File: config.mk
export PLATFORM = sky130hd
export DESIGN_NAME = ufhk_ctrl
export DESIGN_NICKNAME = d
export VERILOG_FILES = /design/src/hdl/ufhk_pkg.sv /design/src/hdl/ufhk_ctrl.sv
export SDC_FILE = /design/constraint.sdc
export NUM_CORES = 1
export LEC_CHECK = 0
export ABC_AREA = 1
export BUFFER_PORTS_ARGS = -buffer_cell sky130_fd_sc_hd__buf_2
export CELL_PAD_IN_SITES_DETAIL_PLACEMENT = 1
export CELL_PAD_IN_SITES_GLOBAL_PLACEMENT = 1
export CORE_ASPECT_RATIO = 1.75
export CORE_MARGIN = 4
export CORE_UTILIZATION = 31
export DETAILED_ROUTE_END_ITERATION = 8
export PLACE_DENSITY_LB_ADDON = 0.1
export SYNTH_ARGS = -nofsm -noshare
export SYNTH_HDL_FRONTEND = slang
export SYNTH_SLANG_ARGS = --single-unit
File: constraint.sdc
create_clock -name i_clk -period 1.6 [get_ports i_clk]
set_input_delay 0.08 -clock i_clk [delete_from_list [all_inputs] [get_ports i_clk]]
set_output_delay 0.08 -clock i_clk [all_outputs]
set_load 0.02 [all_outputs]
File: src/hdl/ufhk_pkg.sv
// Shared types and constants for the hashed-key union-find engine.
// Used by ufhk_ctrl, ufhk_dpath and the union_find_hashed_keys top level.
`default_nettype none

package ufhk_pkg;

    // Table size must be a power of two (probe wraps by masking)
    localparam int TABLE_SLOTS = 256;
    localparam int SLOT_W      = $clog2(TABLE_SLOTS);
    localparam int CNT_W       = SLOT_W + 1;
    localparam int KEY_W       = 31;
    localparam int STEP_W      = 32;
    localparam int RANK_W      = 4;
    localparam logic [RANK_W-1:0] RANK_MAX = 4'd15;

    typedef enum logic [1:0] {
        CMD_MAKE  = 2'd0,
        CMD_UNION = 2'd1,
        CMD_FIND  = 2'd2,
        CMD_STEPS = 2'd3
    } t_cmd;

    typedef enum logic [1:0] {
        ST_OK        = 2'd0,
        ST_NOT_FOUND = 2'd1,
        ST_DUPLICATE = 2'd2,
        ST_FULL      = 2'd3
    } t_status;

    typedef enum logic [1:0] {
        WS_CUR = 2'd0,
        WS_SA  = 2'd1,
        WS_SB  = 2'd2
    } t_walk_src;

    typedef enum logic [0:0] {
        CFG_USE_RANK = 1'b0,
        CFG_USE_COMP = 1'b1
    } t_cfg_idx;

    // Controller to datapath commands
    typedef struct packed {
        logic      load;
        logic      probe_next;
        logic      insert;
        logic      save_a;
        logic      save_b;
        logic      walk_start;
        t_walk_src walk_src;
        logic      walk_step;
        logic      walk_end;
        logic      walk_sel_y;
        logic      comp_start;
        logic      comp_step;
        logic      link;
        logic      use_rank;
        logic      respond;
        t_status   status;
    } t_dp_cmd;

    // Datapath to controller status
    typedef struct packed {
        t_cmd cmd;
        logic used;
        logic hit;
        logic probe_last;
        logic is_root;
        logic walk_limit;
        logic at_root;
    } t_dp_stat;

endpackage

`default_nettype wire

File: src/hdl/ufhk_ctrl.sv
// Controller of the union-find engine: command sequencing, handshakes and
// configuration registers. Depends on ufhk_pkg.
`default_nettype none

module ufhk_ctrl (
    input  wire logic               i_clk,
    input  wire logic               i_rst_n,
    input  wire logic               i_valid,
    output      logic               o_ready,
    output      logic               o_valid,
    input  wire logic               i_ready,
    input  wire logic               i_cfg_we,
    input  wire logic               i_cfg_idx,
    input  wire logic               i_cfg_data,
    input  wire logic [1:0]         i_cmd,
    input  wire ufhk_pkg::t_dp_stat i_dp_stat,
    output      ufhk_pkg::t_dp_cmd  o_dp_cmd
);
    import ufhk_pkg::*;

    typedef enum logic [5:0] {
        S_IDLE  = 6'b000001,
        S_PROBE = 6'b000010,
        S_WALK  = 6'b000100,
        S_COMP  = 6'b001000,
        S_LINK  = 6'b010000,
        S_RESP  = 6'b100000
    } t_state;

    t_state  r_state, n_state;
    logic    r_second, n_second;
    t_status r_status, n_status;
    logic    r_ovalid;
    logic    r_use_rank, r_use_comp;
    logic    after_walk;

    // Configuration registers
    always_ff @(posedge i_clk) begin
        if (!i_rst_n) begin
            r_use_rank <= 1'b1;
            r_use_comp <= 1'b1;
        end else if (i_cfg_we) begin
            if (t_cfg_idx'(i_cfg_idx) == CFG_USE_RANK) begin
                r_use_rank <= i_cfg_data;
            end else begin
                r_use_comp <= i_cfg_data;
            end
        end
    end

    // Sequence one command through probe, walk, compress and link
    always_comb begin
        n_state           = r_state;
        n_second          = r_second;
        n_status          = r_status;
        o_dp_cmd          = '0;
        o_dp_cmd.use_rank = r_use_rank;
        o_dp_cmd.status   = r_status;
        after_walk        = 1'b0;
        case (r_state)
            S_IDLE: begin
                if (i_valid) begin
                    o_dp_cmd.load = 1'b1;
                    n_second      = 1'b0;
                    n_status      = ST_OK;
                    n_state       = (t_cmd'(i_cmd) == CMD_STEPS) ? S_RESP : S_PROBE;
                end
            end
            S_PROBE: begin
                if (i_dp_stat.cmd == CMD_MAKE) begin
                    if (!i_dp_stat.used) begin
                        o_dp_cmd.insert = 1'b1;
                        n_state         = S_RESP;
                    end else if (i_dp_stat.hit) begin
                        n_status = ST_DUPLICATE;
                        n_state  = S_RESP;
                    end else if (i_dp_stat.probe_last) begin
                        n_status = ST_FULL;
                        n_state  = S_RESP;
                    end else begin
                        o_dp_cmd.probe_next = 1'b1;
                    end
                end else if (i_dp_stat.hit) begin
                    if ((i_dp_stat.cmd == CMD_UNION) && !r_second) begin
                        o_dp_cmd.save_a = 1'b1;
                        n_second        = 1'b1;
                    end else begin
                        o_dp_cmd.save_b     = 1'b1;
                        o_dp_cmd.walk_start = 1'b1;
                        o_dp_cmd.walk_src   = r_second ? WS_SA : WS_CUR;
                        n_second            = 1'b0;
                        n_state             = S_WALK;
                    end
                end else if (!i_dp_stat.used || i_dp_stat.probe_last) begin
                    n_status = ST_NOT_FOUND;
                    n_state  = S_RESP;
                end else begin
                    o_dp_cmd.probe_next = 1'b1;
                end
            end
            S_WALK: begin
                if (i_dp_stat.is_root || i_dp_stat.walk_limit) begin
                    o_dp_cmd.walk_end   = 1'b1;
                    o_dp_cmd.walk_sel_y = r_second;
                    if (r_use_comp) begin
                        o_dp_cmd.comp_start = 1'b1;
                        n_state             = S_COMP;
                    end else begin
                        after_walk = 1'b1;
                    end
                end else begin
                    o_dp_cmd.walk_step = 1'b1;
                end
            end
            S_COMP: begin
                if (i_dp_stat.at_root || i_dp_stat.walk_limit) begin
                    after_walk = 1'b1;
                end else begin
                    o_dp_cmd.comp_step = 1'b1;
                end
            end
            S_LINK: begin
                o_dp_cmd.link = 1'b1;
                n_state       = S_RESP;
            end
            S_RESP: begin
                if (!r_ovalid || i_ready) begin
                    o_dp_cmd.respond = 1'b1;
                    n_state          = S_IDLE;
                end
            end
            default: begin
                n_state = S_IDLE;
            end
        endcase

        // Finish a walk: answer a find, start the second union walk, or link
        if (after_walk) begin
            if (i_dp_stat.cmd != CMD_UNION) begin
                n_state = S_RESP;
            end else if (!r_second) begin
                o_dp_cmd.walk_start = 1'b1;
                o_dp_cmd.walk_src   = WS_SB;
                n_second            = 1'b1;
                n_state             = S_WALK;
            end else begin
                n_state = S_LINK;
            end
        end
    end

    always_ff @(posedge i_clk) begin
        if (!i_rst_n) begin
            r_state  <= S_IDLE;
            r_second <= 1'b0;
            r_status <= ST_OK;
            r_ovalid <= 1'b0;
        end else begin
            r_state  <= n_state;
            r_second <= n_second;
            r_status <= n_status;
            if (o_dp_cmd.respond) begin
                r_ovalid <= 1'b1;
            end else if (i_ready) begin
                r_ovalid <= 1'b0;
            end
        end
    end

    assign o_ready = (r_state == S_IDLE);
    assign o_valid = r_ovalid;

`ifndef SYNTHESIS
    a_respond_free: assert property (@(posedge i_clk) disable iff (!i_rst_n)
        o_dp_cmd.respond |-> (!r_ovalid || i_ready))
        else $error("result overwritten before transfer");
    a_link_union: assert property (@(posedge i_clk) disable iff (!i_rst_n)
        (r_state == S_LINK) |-> (i_dp_stat.cmd == CMD_UNION) && r_second)
        else $error("link outside second union walk");
    a_resp_valid: assert property (@(posedge i_clk) disable iff (!i_rst_n)
        o_dp_cmd.respond |=> o_valid)
        else $error("result not presented");
`endif

endmodule

`default_nettype wire

Word-level counts from Yosys, hierarchy flattened
Cells that the tools add are included.

storage, ports and cells
  word-level logic and storage cells = 109
  input bits = 17
  output and inout port bits = 20
  bits in registers = 12

operators by class
  equal/unequal tests = 22
  bitwise logic cells = 1
  reduce and logical (&&, ||, !) cells = 15
  mux-type cells = 65

operators by type and width
  kind                  count
  $mux W6               14
  $pmux W6 S6           1
  $mux W1               30
  $ne A3 B3 Y1 const B  6
  $mux W5               3
  $mux W2               7
  $mux W3               4
  $ne A5 B5 Y1 const B  2
  $mux W4               2
  $reduce_and A8 Y1     1
  $mux W7               1
  $eq A6 B1 Y1 const B  1
  $eq A6 B2 Y1 const B  1
  $eq A6 B3 Y1 const B  1
  $eq A6 B4 Y1 const B  1
  $eq A6 B5 Y1 const B  1
  $eq A6 B6 Y1 const B  1
  $ne A6 B6 Y1 const B  1
  $reduce_and A6 Y1     1
  $logic_or A1 B1 Y1    4
  $ne A2 B2 Y1 const B  2
  $ne A4 B4 Y1 const B  1
  $pmux W1 S2           2
  $pmux W2 S2           1
  other kinds (10)      14

Longest topological paths before layout
  depth after elaboration = 9
  gate-level depth with buffers = 11
  gate-level depth less buffers = 11

Worst setup path after synthesis
OpenSTA, ideal clock, no wires.

  kind = register to register
  start point = register r_state[5]
  end point = register r_state[2]
  path buffers = 0
  required time = 1542 ps
  arrival time = 1367 ps
  period minus slack after synthesis = 1425 ps
  setup slack = 175 ps
  stages on the path, launching flop included = 8
  setup time = 58 ps
  path through = dfxtp_1 > nor2_4 > nand3_4 > nor2_1 > inv_1 > o21ai_1 > o21ai_0 > inv_1

on the way
  longest elaborated chain between the ends = 4
  elaborated cells between the ends (all ways) = 18

RTL lines
  item                                                         RTL line          source
  start, declared                                              ufhk_ctrl.sv:30   t_state r_state, n_state;
  start signal, assigned                                       ufhk_ctrl.sv:159  r_state <= n_state;
  $eq A6 B4 Y1 or $eq A6 B3 Y1 (tied branches)                 ufhk_ctrl.sv:60   case (r_state)
  $pmux W1 S2                                                  ufhk_ctrl.sv:60
  $ne A6 B6 Y1 (no source line), or another cell as far along  -
  $reduce_and A8 Y1 (no source line)                           -

Several ways; a longest one is shown, not always the timed one.
A chain may end at the register's enable or synchronous reset.

==> out/qor.txt <==
clk root buf: clkbuf_8
setup_tns: 0 ns
Final Skew: 0.001789 ns
initial detailed-routing violation count: 14
die area: 3843 um2
Vias/cell: 4.941
Leak Pwr: 0.0007000 uW
Post-Route WL: 2.967 mm
Mapped Avg Cell Area: 6.086 um2
number of I/O pins: 37
R2R Setup Slk: 0.12 ns
final setup margin: 0.07141 ns
CTS Sinks: 12
via count of the first global-routing pass: 1105
hold violation total from the final report: 0
Final Max Tran Viols: 0
Tot GR Track Use: 15.05%
Clock Path Buffers: 2
largest net degree at the start of global routing: 10
Synth cell types: 19
# diodes: 0
CTS Buf Count: 3
worst-margin pin slew: 0.3232 ns
DR pass1 iterations: 2
antenna violations before repair: 0
Req. time, crit path: 1.52 ns
status: finished, final reports clean
fin nets: 210
commonest non-fill, non-tap cell in the layout: buf_2
critical path class: reg -> out
Worst EP arrival: 1.45 ns
synthesized flop and latch total: 12
RSZ-0062 raised after global routing: yes
Synth warnings: 0
clock transition at the registers of the reported paths: 0.06 ns
core box area: 2721 um2
Placed Area: 1101 um2
Post-Place Worst Slack: 0.1564 ns
post-DP HPWL: 2.502 mm
post-synthesis sequential area ratio: 26.85%
Overflow after GRT: 0
Worst Hold Class: in -> reg
Final Critical Period: 1.529 ns
layout cells sized above 1: 41.15%
pwr dens: 1278 nW/um2
DRC: 0
Yosys top cell by area: dfxtp_1
H-tree depth: 1
Site Rows: 25
Setup crit end kind: output pin
Max rail drop VDD: 0.6627 mV
fin crit share: 95.54%
Vias: 1082
post-route cell area: 1260 um2
Layout area overhead: 40.84%
WL/cell: 13.55 um
Max Fclk: 654.2 MHz
chip height: 79.07 um
GP Congestion: 0.8143
worst-path fanout max: 6
final hold slack: 0.09116 ns
Synth Cell Area: 894.6 um2
CP Launch Type: flop
clock tree from TritonCTS: done
Setup Viol. Count Final: 0
Initial Util: 32.87%
ANT nets after route: 0
most frequent cells in the layout: buf_2, inv_1, nor2_1, nand2_1, nand3_1
Synth top area share: 26.85%
port buffer count: 36
Worst slew margin: 78.25%
die width: 48.61 um
syn_nets: 164
Worst-Skew Late Latency: 0.24 ns
synth top area cells: dfxtp_1, inv_1, nor2_1
Post-Synthesis Cells: 147
first-pass GRT wire length: 4.636 mm
Max-Cap Viols: 0
-- per-layer routing --
layer	global-route usage [%]	share of wire, %	wire (um)	vias up
li1	-	-	-	548
met1	12.99	34	1004	502
met2	31.41	60	1769	28
met3	3.002	4.7	138	4
met4	6.199	1.9	55	0
met5	0	0	0	-
-- area by class of cell --
type | count | area (um2)
Timing Repair Buffer | 43 | 245.2
Multi-Input combinational cell | 103 | 568.0
Inverter | 30 | 112.6
Tap cell | 27 | 33.78
Clock buffer | 4 | 55.05
Sequential cell | 12 | 245.2
Fill cell | 377 | 1461
-- kinds of logic (layout without fill, tap and decap cells) --
kind of cell / Yosys count / in the layout / synth area share [%]
AND/OR/NAND/NOR: 88 / 88 / 50.49
buffers and inverters: 32 / 77 / 14.27
AO/OA/AOI/OAI: 15 / 15 / 8.390
flip-flops: 12 / 12 / 26.85
-- path summary, 6_finish.rpt --
path | startpoint | end | cells past startpoint
setup / recovery | r_state[0]$_SDFFE_PN1P_ | o_dp_cmd[9] | 6
hold / removal | i_cfg_data | r_use_comp$_SDFFE_PN1P_ | 3
setup reg to reg | r_state[5]$_SDFFE_PN0P_ | r_second$_SDFF_PN0_ | 10
hold reg to reg | r_second$_SDFF_PN0_ | r_state[4]$_SDFFE_PN0P_ | 2
-- timing repair --
item / CTS / global route
pin swaps: 3 / 5
resized for setup: 6 / 15
setup endpoints to repair: 2 / 8
hold buffers: 0 / 0
setup buffers: 2 / 4
-- critical path, stage by stage, from the launching register on --
cell     delay, ns
dfxtp_1       0.35
inv_1         0.08
nand2_1       0.10
nor2_4        0.15
nand3_1       0.22
inv_1         0.14
buf_2         0.17
-- metrics by stage --
stage / std cells / total power, uW / utilization (%)
finish: 219 / 1610 / 46.30
global route: 219 / 1745 / 46.30
CTS: 215 / 1545 / 43.45
detailed placement: 209 / 1175 / 40.46
global placement: 209 / 1155 / 40.46
floorplan: 147 / 979.1 / -
-- synthesized netlist by cell type --
cell,number
o21ai_0,5
nand3_1,15
nand3_2,2
o21ai_1,5
a21oi_1,5
nor2_4,5
inv_2,2
inv_1,28
dfxtp_1,12
nand2_1,24
nor2_2,6
nor2_1,25
buf_4,2
nand2_4,1
nand3_4,1
nand2_2,1
nor3_1,5
nand4_1,2
nor4_1,1
-- sequential cells by signal, indices dropped and copies added, names as in the netlist --
register    count
r_use_rank      1
r_use_comp      1
r_second        1
o_valid         1
r_status        2
r_state         6
-- report_power, final --
part	total [uW]	switching, uW	internal [uW]
clock	331	114	217
combinational	860	539	322
sequential	418	56.6	361
total	1610	709	900
Note: power is estimated with default switching activity, not from simulation.
